$ cat src/sv/tcme_pkg.sv
// Types, codes, byte constants and helpers shared by the cursor motion encoder.
package tcme_pkg;

  localparam int unsigned PosW    = 7;
  localparam int unsigned CharW   = 8;
  localparam int unsigned CfgIdxW = 2;
  localparam int unsigned PcW     = 5;
  localparam int unsigned CostW   = 9;

  typedef logic [PosW-1:0]  pos_t;
  typedef logic [PosW:0]    row_t;   // work row, one past the widest screen during a wrap
  typedef logic [CostW-1:0] cost_t;
  typedef logic [CharW-1:0] byte_t;
  typedef logic [PcW-1:0]   pc_t;

  localparam pos_t ResetRows = 7'd24;
  localparam pos_t ResetCols = 7'd80;

  localparam logic [CfgIdxW-1:0] CFG_ROWS = 2'd0;
  localparam logic [CfgIdxW-1:0] CFG_COLS = 2'd1;

  localparam byte_t CH_HOME  = 8'h1E;
  localparam byte_t CH_CR    = 8'h0D;
  localparam byte_t CH_UP    = 8'h0B;
  localparam byte_t CH_DOWN  = 8'h0A;
  localparam byte_t CH_LEFT  = 8'h08;
  localparam byte_t CH_RIGHT = 8'h0C;
  localparam byte_t CH_ESC   = 8'h1B;
  localparam byte_t CH_EQ    = 8'h3D;
  localparam byte_t CH_BEL   = 8'h07;
  localparam byte_t PosBias  = 8'd32;
  localparam cost_t LoadCost = 9'd4;

  typedef enum logic [1:0] {
    REQ_GOTO  = 2'd0,
    REQ_PRINT = 2'd1,
    REQ_HOME  = 2'd2,
    REQ_BELL  = 2'd3
  } req_e;

  typedef enum logic [1:0] {
    PLAN_LOAD = 2'd0,
    PLAN_HOME = 2'd1,
    PLAN_CR   = 2'd2,
    PLAN_REL  = 2'd3
  } plan_e;

  typedef enum logic [3:0] {
    BYTE_NONE, BYTE_CHAR, BYTE_HOME, BYTE_CR, BYTE_BEL, BYTE_ESC, BYTE_EQ,
    BYTE_ROWPOS, BYTE_COLPOS, BYTE_ROWSTEP, BYTE_COLSTEP
  } byte_e;

  typedef enum logic [3:0] {
    OP_NOP, OP_LOAD_REQ, OP_TGT_GOTO, OP_TGT_WRAP, OP_COSTS, OP_PICK,
    OP_HOME_CUR, OP_CR_CUR, OP_ROW_STEP, OP_COL_STEP, OP_PRINT_ADV,
    OP_COMMIT, OP_FLUSH
  } op_e;

  typedef enum logic [3:0] {
    CND_NEXT, CND_ALWAYS, CND_GOTO, CND_PRINT, CND_HOME, CND_CORNER,
    CND_NO_WRAP, CND_PLAN_LOAD, CND_PLAN_CR, CND_PLAN_REL, CND_ROW_DONE,
    CND_COL_DONE
  } cond_e;

  // microcode addresses
  localparam pc_t U_FETCH     = 5'd0;
  localparam pc_t U_BR_GOTO   = 5'd1;
  localparam pc_t U_BR_PRINT  = 5'd2;
  localparam pc_t U_BR_HOME   = 5'd3;
  localparam pc_t U_BELL      = 5'd4;
  localparam pc_t U_HOME      = 5'd5;
  localparam pc_t U_PRINT     = 5'd6;
  localparam pc_t U_CHAR      = 5'd7;
  localparam pc_t U_WRAP      = 5'd8;
  localparam pc_t U_GOTO      = 5'd9;
  localparam pc_t U_COST      = 5'd10;
  localparam pc_t U_PICK      = 5'd11;
  localparam pc_t U_BR_LOAD   = 5'd12;
  localparam pc_t U_BR_CR     = 5'd13;
  localparam pc_t U_BR_REL    = 5'd14;
  localparam pc_t U_PLAN_HOME = 5'd15;
  localparam pc_t U_PLAN_CR   = 5'd16;
  localparam pc_t U_ROW       = 5'd17;
  localparam pc_t U_ROW_STEP  = 5'd18;
  localparam pc_t U_COL       = 5'd19;
  localparam pc_t U_COL_STEP  = 5'd20;
  localparam pc_t U_ESC       = 5'd21;
  localparam pc_t U_EQ        = 5'd22;
  localparam pc_t U_ROWPOS    = 5'd23;
  localparam pc_t U_COLPOS    = 5'd24;
  localparam pc_t U_END       = 5'd25;

  typedef struct packed {
    byte_e sel;
    op_e   op;
    cond_e cond;
    pc_t   target;
  } uword_t;

  typedef struct packed {
    uword_t uw;
    logic   en;
  } ctrl_t;

  typedef struct packed {
    logic is_goto;
    logic is_print;
    logic is_home;
    logic corner;
    logic no_wrap;
    logic plan_load;
    logic plan_cr;
    logic plan_rel;
    logic row_done;
    logic col_done;
    logic out_blocked;
  } dp_flags_t;

  // below 1 becomes 1, then above the limit becomes the limit
  function automatic pos_t clamp_pos(row_t v, pos_t lim);
    row_t t;
    t = (v == '0) ? row_t'(1) : v;
    if (t > {1'b0, lim}) t = {1'b0, lim};
    return t[PosW-1:0];
  endfunction

  function automatic row_t abs_diff(row_t a, row_t b);
    return (a > b) ? (a - b) : (b - a);
  endfunction

endpackage

$ cat src/sv/tcme_ucode_rom.sv
// Microcode program: one control word per step address.
module tcme_ucode_rom (
  input  tcme_pkg::pc_t    pc_i,
  output tcme_pkg::uword_t uw_o
);
  import tcme_pkg::*;

  function automatic uword_t w(byte_e s, op_e o, cond_e c, pc_t t);
    uword_t r;
    r.sel    = s;
    r.op     = o;
    r.cond   = c;
    r.target = t;
    return r;
  endfunction

  always_comb begin
    unique case (pc_i)
      U_FETCH:     uw_o = w(BYTE_NONE,    OP_LOAD_REQ,  CND_NEXT,      U_FETCH);
      U_BR_GOTO:   uw_o = w(BYTE_NONE,    OP_NOP,       CND_GOTO,      U_GOTO);
      U_BR_PRINT:  uw_o = w(BYTE_NONE,    OP_NOP,       CND_PRINT,     U_PRINT);
      U_BR_HOME:   uw_o = w(BYTE_NONE,    OP_NOP,       CND_HOME,      U_HOME);
      U_BELL:      uw_o = w(BYTE_BEL,     OP_NOP,       CND_ALWAYS,    U_END);
      U_HOME:      uw_o = w(BYTE_HOME,    OP_HOME_CUR,  CND_ALWAYS,    U_END);
      U_PRINT:     uw_o = w(BYTE_NONE,    OP_NOP,       CND_CORNER,    U_END);
      U_CHAR:      uw_o = w(BYTE_CHAR,    OP_PRINT_ADV, CND_NO_WRAP,   U_END);
      U_WRAP:      uw_o = w(BYTE_NONE,    OP_TGT_WRAP,  CND_ALWAYS,    U_COST);
      U_GOTO:      uw_o = w(BYTE_NONE,    OP_TGT_GOTO,  CND_NEXT,      U_FETCH);
      U_COST:      uw_o = w(BYTE_NONE,    OP_COSTS,     CND_NEXT,      U_FETCH);
      U_PICK:      uw_o = w(BYTE_NONE,    OP_PICK,      CND_NEXT,      U_FETCH);
      U_BR_LOAD:   uw_o = w(BYTE_NONE,    OP_NOP,       CND_PLAN_LOAD, U_ESC);
      U_BR_CR:     uw_o = w(BYTE_NONE,    OP_NOP,       CND_PLAN_CR,   U_PLAN_CR);
      U_BR_REL:    uw_o = w(BYTE_NONE,    OP_NOP,       CND_PLAN_REL,  U_ROW);
      U_PLAN_HOME: uw_o = w(BYTE_HOME,    OP_HOME_CUR,  CND_ALWAYS,    U_ROW);
      U_PLAN_CR:   uw_o = w(BYTE_CR,      OP_CR_CUR,    CND_NEXT,      U_FETCH);
      U_ROW:       uw_o = w(BYTE_NONE,    OP_NOP,       CND_ROW_DONE,  U_COL);
      U_ROW_STEP:  uw_o = w(BYTE_ROWSTEP, OP_ROW_STEP,  CND_ALWAYS,    U_ROW);
      U_COL:       uw_o = w(BYTE_NONE,    OP_NOP,       CND_COL_DONE,  U_END);
      U_COL_STEP:  uw_o = w(BYTE_COLSTEP, OP_COL_STEP,  CND_ALWAYS,    U_COL);
      U_ESC:       uw_o = w(BYTE_ESC,     OP_NOP,       CND_NEXT,      U_FETCH);
      U_EQ:        uw_o = w(BYTE_EQ,      OP_NOP,       CND_NEXT,      U_FETCH);
      U_ROWPOS:    uw_o = w(BYTE_ROWPOS,  OP_NOP,       CND_NEXT,      U_FETCH);
      U_COLPOS:    uw_o = w(BYTE_COLPOS,  OP_COMMIT,    CND_NEXT,      U_FETCH);
      U_END:       uw_o = w(BYTE_NONE,    OP_FLUSH,     CND_ALWAYS,    U_FETCH);
      default:     uw_o = w(BYTE_NONE,    OP_NOP,       CND_ALWAYS,    U_FETCH);
    endcase
  end

endmodule

$ cat src/sv/tcme_sequencer.sv
// Step counter, jump conditions and stall control for the microcode program.
module tcme_sequencer (
  input  logic                clk_i,
  input  logic                rst_ni,
  input  logic                in_valid_i,
  output logic                in_ready_o,
  input  tcme_pkg::dp_flags_t flags_i,
  input  tcme_pkg::uword_t    uw_i,
  output tcme_pkg::pc_t       pc_o,
  output tcme_pkg::ctrl_t     ctrl_o
);
  import tcme_pkg::*;

  pc_t  pc_q, pc_d;
  logic take;
  logic stall;

  always_comb begin
    unique case (uw_i.cond)
      CND_NEXT:      take = 1'b0;
      CND_ALWAYS:    take = 1'b1;
      CND_GOTO:      take = flags_i.is_goto;
      CND_PRINT:     take = flags_i.is_print;
      CND_HOME:      take = flags_i.is_home;
      CND_CORNER:    take = flags_i.corner;
      CND_NO_WRAP:   take = flags_i.no_wrap;
      CND_PLAN_LOAD: take = flags_i.plan_load;
      CND_PLAN_CR:   take = flags_i.plan_cr;
      CND_PLAN_REL:  take = flags_i.plan_rel;
      CND_ROW_DONE:  take = flags_i.row_done;
      CND_COL_DONE:  take = flags_i.col_done;
      default:       take = 1'b0;
    endcase
  end

  // a byte can only move into the output register when it is free
  assign stall = ((pc_q == U_FETCH) && !in_valid_i) ||
                 ((uw_i.sel != BYTE_NONE) && flags_i.out_blocked) ||
                 ((uw_i.op == OP_FLUSH) && flags_i.out_blocked);

  always_comb begin
    if (stall) begin
      pc_d = pc_q;
    end else if (take) begin
      pc_d = uw_i.target;
    end else begin
      pc_d = pc_q + pc_t'(1);
    end
  end

  always_ff @(posedge clk_i or negedge rst_ni) begin
    if (!rst_ni) begin
      pc_q <= U_FETCH;
    end else begin
      pc_q <= pc_d;
    end
  end

  assign in_ready_o = (pc_q == U_FETCH);
  assign pc_o       = pc_q;
  assign ctrl_o.uw  = uw_i;
  assign ctrl_o.en  = !stall;

endmodule

$ cat src/sv/tcme_datapath.sv
// Cursor, target, plan costs, byte select and the hold/output byte registers.
module tcme_datapath (
  input  logic                clk_i,
  input  logic                rst_ni,
  input  tcme_pkg::ctrl_t     ctrl_i,
  output tcme_pkg::dp_flags_t flags_o,
  input  logic [1:0]          req_type_i,
  input  logic [6:0]          target_row_i,
  input  logic [6:0]          target_col_i,
  input  logic [7:0]          print_char_i,
  input  logic                cfg_valid_i,
  input  logic [1:0]          cfg_index_i,
  input  logic [6:0]          cfg_data_i,
  output logic                out_valid_o,
  input  logic                out_ready_i,
  output logic [7:0]          out_byte_o,
  output logic                out_last_o
);
  import tcme_pkg::*;

  pos_t  rows_q, cols_q;
  row_t  cur_row_q, cur_row_d;
  pos_t  cur_col_q, cur_col_d;
  req_e  req_q;
  pos_t  in_row_q, in_col_q;
  byte_t char_q;
  pos_t  ty_q, ty_d, tx_q, tx_d;
  cost_t c1_q, c2_q, c3_q;
  plan_e plan_q;
  logic  hold_valid_q, hold_valid_d;
  byte_t hold_byte_q;
  logic  out_valid_q, out_valid_d;
  byte_t out_byte_q;
  logic  out_last_q;

  logic  do_op, emit, flush, push;
  byte_t new_byte;
  row_t  ty_w, tx_w, col_w;
  row_t  d_row, d_col, d_ty1, d_tx1;
  plan_e best;
  cost_t best_cost;

  assign do_op = ctrl_i.en;
  assign emit  = do_op && (ctrl_i.uw.sel != BYTE_NONE);
  assign flush = do_op && (ctrl_i.uw.op == OP_FLUSH) && hold_valid_q;
  assign push  = (emit && hold_valid_q) || flush;

  assign ty_w  = {1'b0, ty_q};
  assign tx_w  = {1'b0, tx_q};
  assign col_w = {1'b0, cur_col_q};

  assign d_row = abs_diff(cur_row_q, ty_w);
  assign d_col = abs_diff(col_w, tx_w);
  assign d_ty1 = abs_diff(row_t'(1), ty_w);
  assign d_tx1 = abs_diff(row_t'(1), tx_w);

  // earlier plan wins on equal cost
  always_comb begin
    best      = PLAN_LOAD;
    best_cost = LoadCost;
    if (c1_q < best_cost) begin
      best      = PLAN_HOME;
      best_cost = c1_q;
    end
    if (c2_q < best_cost) begin
      best      = PLAN_CR;
      best_cost = c2_q;
    end
    if (c3_q < best_cost) begin
      best = PLAN_REL;
    end
  end

  always_comb begin
    case (ctrl_i.uw.sel)
      BYTE_CHAR:    new_byte = char_q;
      BYTE_HOME:    new_byte = CH_HOME;
      BYTE_CR:      new_byte = CH_CR;
      BYTE_BEL:     new_byte = CH_BEL;
      BYTE_ESC:     new_byte = CH_ESC;
      BYTE_EQ:      new_byte = CH_EQ;
      BYTE_ROWPOS:  new_byte = byte_t'(ty_q) + PosBias - byte_t'(1);
      BYTE_COLPOS:  new_byte = byte_t'(tx_q) + PosBias - byte_t'(1);
      BYTE_ROWSTEP: new_byte = (ty_w < cur_row_q) ? CH_UP : CH_DOWN;
      BYTE_COLSTEP: new_byte = (tx_q < cur_col_q) ? CH_LEFT : CH_RIGHT;
      default:      new_byte = '0;
    endcase
  end

  always_comb begin
    cur_row_d = cur_row_q;
    cur_col_d = cur_col_q;
    ty_d      = ty_q;
    tx_d      = tx_q;
    if (do_op) begin
      case (ctrl_i.uw.op)
        OP_TGT_GOTO: begin
          ty_d = clamp_pos({1'b0, in_row_q}, rows_q);
          tx_d = clamp_pos({1'b0, in_col_q}, cols_q);
        end
        OP_TGT_WRAP: begin
          // cursor to the start of the next row, then aim back at the last column
          ty_d      = clamp_pos(cur_row_q, rows_q);
          tx_d      = clamp_pos({1'b0, cols_q}, cols_q);
          cur_row_d = cur_row_q + row_t'(1);
          cur_col_d = pos_t'(1);
        end
        OP_HOME_CUR: begin
          cur_row_d = row_t'(1);
          cur_col_d = pos_t'(1);
        end
        OP_CR_CUR:    cur_col_d = pos_t'(1);
        OP_ROW_STEP:  cur_row_d = (ty_w < cur_row_q) ? cur_row_q - row_t'(1)
                                                     : cur_row_q + row_t'(1);
        OP_COL_STEP:  cur_col_d = (tx_q < cur_col_q) ? cur_col_q - pos_t'(1)
                                                     : cur_col_q + pos_t'(1);
        OP_PRINT_ADV: begin
          if (cur_col_q < cols_q) cur_col_d = cur_col_q + pos_t'(1);
        end
        OP_COMMIT: begin
          cur_row_d = ty_w;
          cur_col_d = tx_q;
        end
        default: ;
      endcase
    end
  end

  always_comb begin
    hold_valid_d = hold_valid_q;
    if (emit) begin
      hold_valid_d = 1'b1;
    end else if (flush) begin
      hold_valid_d = 1'b0;
    end
  end

  always_comb begin
    if (push) begin
      out_valid_d = 1'b1;
    end else if (out_ready_i) begin
      out_valid_d = 1'b0;
    end else begin
      out_valid_d = out_valid_q;
    end
  end

  always_ff @(posedge clk_i or negedge rst_ni) begin
    if (!rst_ni) begin
      rows_q       <= ResetRows;
      cols_q       <= ResetCols;
      cur_row_q    <= row_t'(1);
      cur_col_q    <= pos_t'(1);
      hold_valid_q <= 1'b0;
      out_valid_q  <= 1'b0;
    end else begin
      if (cfg_valid_i && (cfg_index_i == CFG_ROWS)) rows_q <= cfg_data_i;
      if (cfg_valid_i && (cfg_index_i == CFG_COLS)) cols_q <= cfg_data_i;
      cur_row_q    <= cur_row_d;
      cur_col_q    <= cur_col_d;
      hold_valid_q <= hold_valid_d;
      out_valid_q  <= out_valid_d;
    end
  end

  always_ff @(posedge clk_i) begin
    ty_q <= ty_d;
    tx_q <= tx_d;
    if (do_op && (ctrl_i.uw.op == OP_LOAD_REQ)) begin
      req_q    <= req_e'(req_type_i);
      in_row_q <= target_row_i;
      in_col_q <= target_col_i;
      char_q   <= print_char_i;
    end
    if (do_op && (ctrl_i.uw.op == OP_COSTS)) begin
      c1_q <= cost_t'(1) + cost_t'(d_ty1) + cost_t'(d_tx1);
      c2_q <= cost_t'(1) + cost_t'(d_row) + cost_t'(d_tx1);
      c3_q <= cost_t'(d_row) + cost_t'(d_col);
    end
    if (do_op && (ctrl_i.uw.op == OP_PICK)) plan_q <= best;
    if (emit) hold_byte_q <= new_byte;
    if (push) begin
      out_byte_q <= hold_byte_q;
      out_last_q <= flush;
    end
  end

  assign flags_o.is_goto     = (req_q == REQ_GOTO);
  assign flags_o.is_print    = (req_q == REQ_PRINT);
  assign flags_o.is_home     = (req_q == REQ_HOME);
  assign flags_o.corner      = (cur_col_q == cols_q) && (cur_row_q == {1'b0, rows_q});
  assign flags_o.no_wrap     = (cur_col_q < cols_q);
  assign flags_o.plan_load   = (plan_q == PLAN_LOAD);
  assign flags_o.plan_cr     = (plan_q == PLAN_CR);
  assign flags_o.plan_rel    = (plan_q == PLAN_REL);
  assign flags_o.row_done    = (cur_row_q == ty_w);
  assign flags_o.col_done    = (cur_col_q == tx_q);
  assign flags_o.out_blocked = hold_valid_q && out_valid_q && !out_ready_i;

  assign out_valid_o = out_valid_q;
  assign out_byte_o  = out_byte_q;
  assign out_last_o  = out_last_q;

endmodule

$ cat src/sv/terminal_cursor_motion_encoder.sv
// Top level of the terminal cursor motion encoder.
//
//   channel | direction | handshake               | payload
//   in      | input     | in_valid_i / in_ready_o | req_type, target_row, target_col, print_char
//   out     | output    | out_valid_o/out_ready_i | out_byte, out_last
//   cfg     | input     | cfg_valid_i/cfg_ready_o | cfg_index (0 rows, 1 cols), cfg_data
//
// The microcode sequencer issues one control word per cycle unless an empty input or a
// blocked output stalls it, and each cursor step byte costs two words (test, then step).
// Bytes pass through a one-deep hold register so the last flag is known; the final
// byte leaves at the end step. A stalled output freezes the sequencer at its next
// byte or end step.
// Reset loads 24 rows, 80 columns and cursor (1,1); no clearing pass.
module terminal_cursor_motion_encoder (
  input  logic       clk_i,
  input  logic       rst_ni,
  input  logic       in_valid_i,
  output logic       in_ready_o,
  input  logic [1:0] req_type_i,
  input  logic [6:0] target_row_i,
  input  logic [6:0] target_col_i,
  input  logic [7:0] print_char_i,
  output logic       out_valid_o,
  input  logic       out_ready_i,
  output logic [7:0] out_byte_o,
  output logic       out_last_o,
  input  logic       cfg_valid_i,
  output logic       cfg_ready_o,
  input  logic [1:0] cfg_index_i,
  input  logic [6:0] cfg_data_i
);
  import tcme_pkg::*;

  pc_t       pc;
  uword_t    uw;
  ctrl_t     ctrl;
  dp_flags_t flags;

  assign cfg_ready_o = 1'b1;

  tcme_ucode_rom u_rom (
    .pc_i (pc),
    .uw_o (uw)
  );

  tcme_sequencer u_seq (
    .clk_i      (clk_i),
    .rst_ni     (rst_ni),
    .in_valid_i (in_valid_i),
    .in_ready_o (in_ready_o),
    .flags_i    (flags),
    .uw_i       (uw),
    .pc_o       (pc),
    .ctrl_o     (ctrl)
  );

  tcme_datapath u_dp (
    .clk_i        (clk_i),
    .rst_ni       (rst_ni),
    .ctrl_i       (ctrl),
    .flags_o      (flags),
    .req_type_i   (req_type_i),
    .target_row_i (target_row_i),
    .target_col_i (target_col_i),
    .print_char_i (print_char_i),
    .cfg_valid_i  (cfg_valid_i),
    .cfg_index_i  (cfg_index_i),
    .cfg_data_i   (cfg_data_i),
    .out_valid_o  (out_valid_o),
    .out_ready_i  (out_ready_i),
    .out_byte_o   (out_byte_o),
    .out_last_o   (out_last_o)
  );

endmodule

$ cat config.mk
export PLATFORM = sky130hd
export DESIGN_NAME = terminal_cursor_motion_encoder
export DESIGN_NICKNAME = d
export VERILOG_FILES = /design/src/sv/tcme_pkg.sv /design/src/sv/tcme_ucode_rom.sv /design/src/sv/tcme_sequencer.sv /design/src/sv/tcme_datapath.sv /design/src/sv/terminal_cursor_motion_encoder.sv
export SDC_FILE = /design/constraint.sdc
export NUM_CORES = 1
export LEC_CHECK = 0
export ABC_AREA = 1
export BUFFER_PORTS_ARGS = -buffer_cell sky130_fd_sc_hd__buf_2
export CAP_MARGIN = 25
export CORE_AREA = 2 2 163 165
export CTS_BUF_LIST = sky130_fd_sc_hd__clkbuf_4
export DETAILED_ROUTE_END_ITERATION = 8
export DIE_AREA = 0 0 165 167
export GPL_ROUTABILITY_DRIVEN = 1
export SLEW_MARGIN = 25
export SYNTH_ARGS = -nofsm -noshare
export SYNTH_HDL_FRONTEND = slang
export SYNTH_SLANG_ARGS = --single-unit
export TNS_END_PERCENT = 10
$ cat constraint.sdc
create_clock -name clk_i -period 5.87 [get_ports clk_i]
set_input_delay 1.761 -clock clk_i [delete_from_list [all_inputs] [get_ports clk_i]]
set_output_delay 1.761 -clock clk_i [all_outputs]
set_load 0.01 [all_outputs]
### Word level (Yosys, flattened, before mapping)

Memory sizes are Yosys's and may differ from the RTL's.
Cells that the tools add are included.

* register bits after elaboration: 120
* bits in read-only memories: 544
* bits of input ports: 38
* output and inout port bits: 12
* memories: 1

* add/sub/neg operators: 22
* order comparisons: 14
* eq/ne operators: 43
* muxes and demuxes: 32
* bitwise operators: 1
* reduce and logical (&&, ||, !) cells: 40

Memory list
* (name not given): depth 32, bits a word 17, rd ports 1, clocked after Yosys merged registers in 0, write ports 0, RTL line tcme_ucode_rom.sv:18 `unique case (pc_i)`

Operators with widths (count)
* one-hot mux 8 bit (10 select lines): 1
* two-way mux 7 bit: 9
* == test 4 x 3 -> 1 bit, second input constant: 12
* == test 4 bit, second input constant: 12
* two-way mux 8 bit: 6
* greater-than comparator 8 x 7 -> 1 bit: 5
* one-hot mux 8 bit (4 select lines): 1
* one-hot mux 7 bit (2 select lines): 2
* one-hot mux 7 bit (4 select lines): 1
* == test 4 x 2 -> 1 bit, second input constant: 6
* subtractor 8 x 1 -> 8 bit, second input constant: 3
* zero test 7 bit: 3
* adder 1 x 8 -> 9 bit, first input constant: 2
* adder 9 x 8 -> 9 bit: 2
* < comparator 9 bit: 2
* two-way mux 9 bit: 2
* adder 7 x 6 -> 8 bit, second input constant: 2
* == test 8 x 7 -> 1 bit: 2
* subtractor 1 x 7 -> 8 bit, first input constant: 2
* subtractor 7 x 1 -> 8 bit, second input constant: 2
* subtractor 7 x 7 -> 8 bit: 2
* logical AND 1 bit: 15
* == test 7 bit: 2
* greater-than comparator 1 x 7 -> 1 bit, first input constant: 2
* other kinds (31): 54

### Logic depth before layout (Yosys ltp)

* depth after elaboration: 10
* mapped depth: 25
* depth with buffers taken out: 24

### By module

A second synthesis with hierarchy kept.

* cell total of the unflattened synthesis: 1418
* area, all modules: 10715.3 um^2

By module, submodules not included
* tcme_datapath: instances 1, cells an instance 1210, area each 9482.8 um^2, seq. area each 3305.7 um^2
* tcme_sequencer: instances 1, cells an instance 101, area each 651.9 um^2, seq. area each 125.1 um^2
* tcme_ucode_rom: instances 1, cells an instance 105, area each 569.3 um^2, seq. area each 0.0 um^2
* terminal_cursor_motion_encoder: instances 1, cells an instance 2, area each 11.3 um^2, seq. area each 0.0 um^2

### Least setup slack after synthesis

No wires, ideal clock.

* kind: input port to flip-flop
* from: input in_valid_i
* to: register u_dp.c1_q[0] (enable)
* setup time: 0.445 ns
* data arrival time: 4.014 ns
* path slack: 1.411 ns
* cell stages on the path: 5
* cells stage by stage: nor3_1 inv_1 nand2_4 buf_6 nor3_1

* longest elaborated chain between the ends: 6

Ends and longest elaborated chain
* from (decl): RTL line terminal_cursor_motion_encoder.sv:17 `input logic in_valid_i,`
* zero test 1 bit: RTL line tcme_sequencer.sv:37 `assign stall = ((pc_q == U_FETCH) && !in_valid_i) ||`
* logical AND 1 bit: RTL line tcme_sequencer.sv:37
* logical OR 1 bit: RTL line tcme_sequencer.sv:37
* logical OR 1 bit: RTL line tcme_sequencer.sv:38 `((uw_i.sel != BYTE_NONE) && flags_i.out_blocked) ||`
* zero test 1 bit: RTL line tcme_sequencer.sv:62 `assign ctrl_o.en = !stall;`
* logical AND 1 bit: RTL line tcme_datapath.sv:175 `if (do_op && (ctrl_i.uw.op == OP_COSTS)) begin`
* to (signal assigned): RTL line tcme_datapath.sv:176 `c1_q <= cost_t'(1) + cost_t'(d_ty1) + cost_t'(d_tx1);`
* to (decl): RTL line tcme_datapath.sv:28 `cost_t c1_q, c2_q, c3_q;`

Every way passes these cells.
A chain may end at the register's enable or synchronous reset.

### Worst setup path after layout

* from: register u_dp.cur_row_q[0]
* to: register u_dp.c3_q[7], data pin

* longest elaborated chain between the ends: 3
* elaborated cells between the ends (all ways): 5
* those cells by class: add/sub: 3; order compare: 1; mux: 1

Ends and longest elaborated chain
* from (decl): RTL line tcme_datapath.sv:22 `row_t cur_row_q, cur_row_d;`
* from (signal assigned): RTL line tcme_datapath.sv:152 `cur_row_q <= row_t'(1);`
* from (signal assigned): RTL line tcme_datapath.sv:159 `cur_row_q <= cur_row_d;`
* subtractor 7 x 8 -> 8 bit, or another cell as far along: RTL line tcme_pkg.sv:128 `return (a > b) ? (a - b) : (b - a);`
* two-way mux 8 bit (*): RTL line tcme_pkg.sv:128
* adder 8 x 8 -> 9 bit (*): RTL line tcme_datapath.sv:178 `c3_q <= cost_t'(d_row) + cost_t'(d_col);`
* to (signal assigned): RTL line tcme_datapath.sv:178
* to (decl): RTL line tcme_datapath.sv:28

Mark *: on every way between the ends. The rest lies on a longest branch, timed or not.

==> flow_summary.toml <==
[status]
outcome = "complete, no violations"

[floorplan]
initial_core_util_pct = 39.4
die_height_um = 167
ios = 50
floorplan.die_area_mm2 = 0.0276
fp.dieW_um = 165
placementRows = 59
floorplan.core_area_mm2 = 0.0258

[synthesis]
synth.yosys.warnings = 0
asyncSetResetFlopFracSynth_pct = 30.0
synthFlopType = "sky130_fd_sc_hd__edfxtp_1"
synth_largest_area_cell = "sky130_fd_sc_hd__edfxtp_1"
synth.cell_area_mm2 = 0.0102
synth.ff_latch_count = 120
yosysSeqAreaShare_pct = 33.8
synth-edff-count = 84
syn-mean-instance-area_um2 = 7.75
syn_inst = 1310
yosys.cell_types.count = 56
area_contributors_post_synth = "sky130_fd_sc_hd__edfxtp_1, sky130_fd_sc_hd__ha_1, sky130_fd_sc_hd__nand2_1"
synth_top_cell_area_share_pct = 24.8

[clock_network]
tritoncts = "done"
cts_buffers = 17
post_cts_resized = 0
cts_max_path_buffers = 2
cts.clk_slew.worst_paths_ns = 0.12
setup_fix_bufs_post_cts = 0
numClockSinks = 120
clock_latency_ns = 0.56
cts_hold_buffers = 0
clockRootBuffer = "sky130_fd_sc_hd__clkbuf_4"
cts_htree_levels = 4

[place]
io_buffer_count = 48
hpwlAfterDp_mm = 20.8
routabilityCongestion = 0.913

[sta]
timing.final.crit_share_pct = 73.5
worst-slew-pin-transition_ns = 0.945
report.final.setup_viol = 0
maximum_clock_skew_at_final_layout_ns = 0.0284
layout_min_cycle_time_ns = 4.31
final-hold-violation-count = 0
grt_setup_unrepaired = "false"
timing.slew.headroom_pct = 37.0
report.final.slew_viol_count = 0
fmax_mhz = 232
setup_tns_ns = 0

[job]
drv_cap = 0

[route]
drt-initial-drc-count = 681
totalWireLength_mm = 25.7
detail_route.drc_violations = 0
drt_pass1_iterations = 5
route.detailed.vias_per_inst = 5.18
ant_nets = 0
wl_per_cell_um = 15.1
vias_post_dr = 8795

[global_routing]
global_route.overflow_total = 0
first_global_vias = 8284
pin_count_of_the_biggest_net_entering_global_routing = 37
grt_use_total_pct = 19.3
antenna_found_initial = 1
global_route_wire_length_before_repair_mm = 42.0

[critical_path]
critPathArrivalTime_ns = 4.62
critical_path_peak_fanout = 13
cp-start-kind = "flip-flop"
crit_path_frequent_cell = "sky130_fd_sc_hd__inv_1"
timing.critical_path.to_type = "flip-flop"
critPathKind = "flip-flop to flip-flop"
worstPathCellList = "inv_1, ha_1, inv_1, fa_1, inv_1, o21ai_0, nand2_1, nand2_1, o22ai_1, nand2_1, o21ai_1, xnor2_1, inv_1, ha_1, a21oi_1, nand2_1, a21o_1, a21oi_1, inv_1, a21oi_1, nor2_1, nor2_1, xor2_1"
worstPathRequired_ns = 6.18
critical-path-slowest-cell = "sky130_fd_sc_hd__o22ai_1"
critical_path.max_stage_delay_ns = 0.66

[cells_and_area]
filler_cell_count = 2612
sequential_cell_area_mm2 = 0.00343
layout-area-overhead-vs-synth_pct = 8.16
leading_cell_types_in_the_layout_fill_and_taps_excluded = "sky130_fd_sc_hd__nand2_1, sky130_fd_sc_hd__inv_1, sky130_fd_sc_hd__ha_1, sky130_fd_sc_hd__nor2_1, sky130_fd_sc_hd__a21oi_1"
post_route_cells_drive_above_1_share_pct = 9.63
post_layout_nets = 1507
layout.cells.most_common = "sky130_fd_sc_hd__nand2_1"
multi_input_area_mm2 = 0.00587

[worst_hold_path]
timing.hold.worst.class = "flip-flop to flip-flop"
Yosys cell counts, drive strengths merged, types with 2 or more instances:
cell and n:
a211oi 2, a21o 4, a21oi 87, a22oi 2, a31o 2, a31oi 3, buf 15, clkbuf 23
dfrtp 30, dfstp 6, edfxtp 84, fa 7, ha 114, inv 185, mux2 4, mux2i 2
nand2 310, nand3 64, nand4 14, nor2 112, nor3 28, nor4 4, o2111ai 2, o211ai 17
o21ai 101, o21bai 4, o221ai 3, o22ai 9, o31ai 2, xnor2 12, xor2 49
routing by layer:
metal	up-vias	track usage, %	wire (µm)
met3	43	2.59	1150
li1	4449	-	-
met1	4055	26.3	11900
met4	0	7.33	735
met5	-	0	0
met2	248	30.9	11900
layout make-up:
cell class / count / area share [%]
multi-input combinational: 973 / 53.4
clock inverter: 14 / 1.48
timing repair buffer: 51 / 2.39
clock buffer: 18 / 1.23
antenna: 3 / 0.0684
sequential: 120 / 31.2
inverter: 185 / 6.35
tap: 335 / 3.82
flip-flops by register name (all words and copies together), names as in the netlist:
register and flops:
u_dp.req_q 2, u_dp.tx_q 7, u_dp.hold_byte_q 8, u_dp.out_valid_o 1, u_dp.rows_q 7, u_dp.in_col_q 7, u_dp.cols_q 7, u_dp.c2_q 9
u_dp.ty_q 7, u_dp.cur_row_q 8, u_dp.out_last_o 1, u_dp.c3_q 9, u_dp.cur_col_q 7, u_dp.hold_valid_q 1, u_dp.char_q 8, u_seq.pc_o 5
u_dp.in_row_q 7, u_dp.plan_q 2, u_dp.c1_q 9, u_dp.out_byte_o 8
worst paths after layout:
kind | from | end | slack [ns] | depth (start not counted)
min in group asynchronous | rst_ni | u_seq.pc_o[3]$_DFFE_PN0P_ | 1.31 | 1
worst max register to register | u_dp.cur_row_q[0]$_DFFE_PN1P_ | u_dp.c3_q[7]$_DFFE_PP_ | 1.56 | 23
worst max-delay path | u_dp.cur_row_q[0]$_DFFE_PN1P_ | u_dp.c3_q[7]$_DFFE_PP_ | 1.56 | 23
worst min-delay path | u_dp.hold_byte_q[7]$_SDFFCE_PN0P_ | u_dp.out_byte_o[7]$_DFFE_PP_ | 0.42 | 0
worst min register to register | u_dp.hold_byte_q[7]$_SDFFCE_PN0P_ | u_dp.out_byte_o[7]$_DFFE_PP_ | 0.42 | 0
max in group asynchronous | rst_ni | u_dp.cur_row_q[6]$_DFFE_PN0P_ | 3.93 | 1
kinds of logic after synthesis:
kind of cell	share of synthesized area, %
AOI/OAI and AO/OA	13.6
xor gates and xnor gates	5.26
adders and majority gates	15.4
buffers and inverters	8.80
DFF	33.8
muxes	0.641
other	0.0369
and+or+nand+nor	22.4
critical path: cells and delay by family, from the launching register on:
kind	cells	cell delay [ns]
buffers and inverters	5	0.50
XOR/XNOR	2	0.21
flip-flops	1	0.42
adder cells (fa/ha/maj)	3	0.92
AO/OA/AOI/OAI	7	1.53
AND/OR/NAND/NOR	6	0.48
metrics by stage:
stage,setup WS [ns],cell area (µm²),utilization [%],cells,hold WS (ns)
after CTS,1.60,11000,42.6,1696,0.420
after global placement,1.71,10700,41.4,1664,0.405
after global routing,1.03,11000,42.6,1699,0.429
after detailed placement,1.61,10700,41.4,1664,0.405
after floorplan,1.41,10200,-,1316,0.400
final,1.56,11000,42.6,1699,0.424
Power is not shown: default switching activity piles up to over one toggle a cycle in this logic, so the estimate is an artifact.
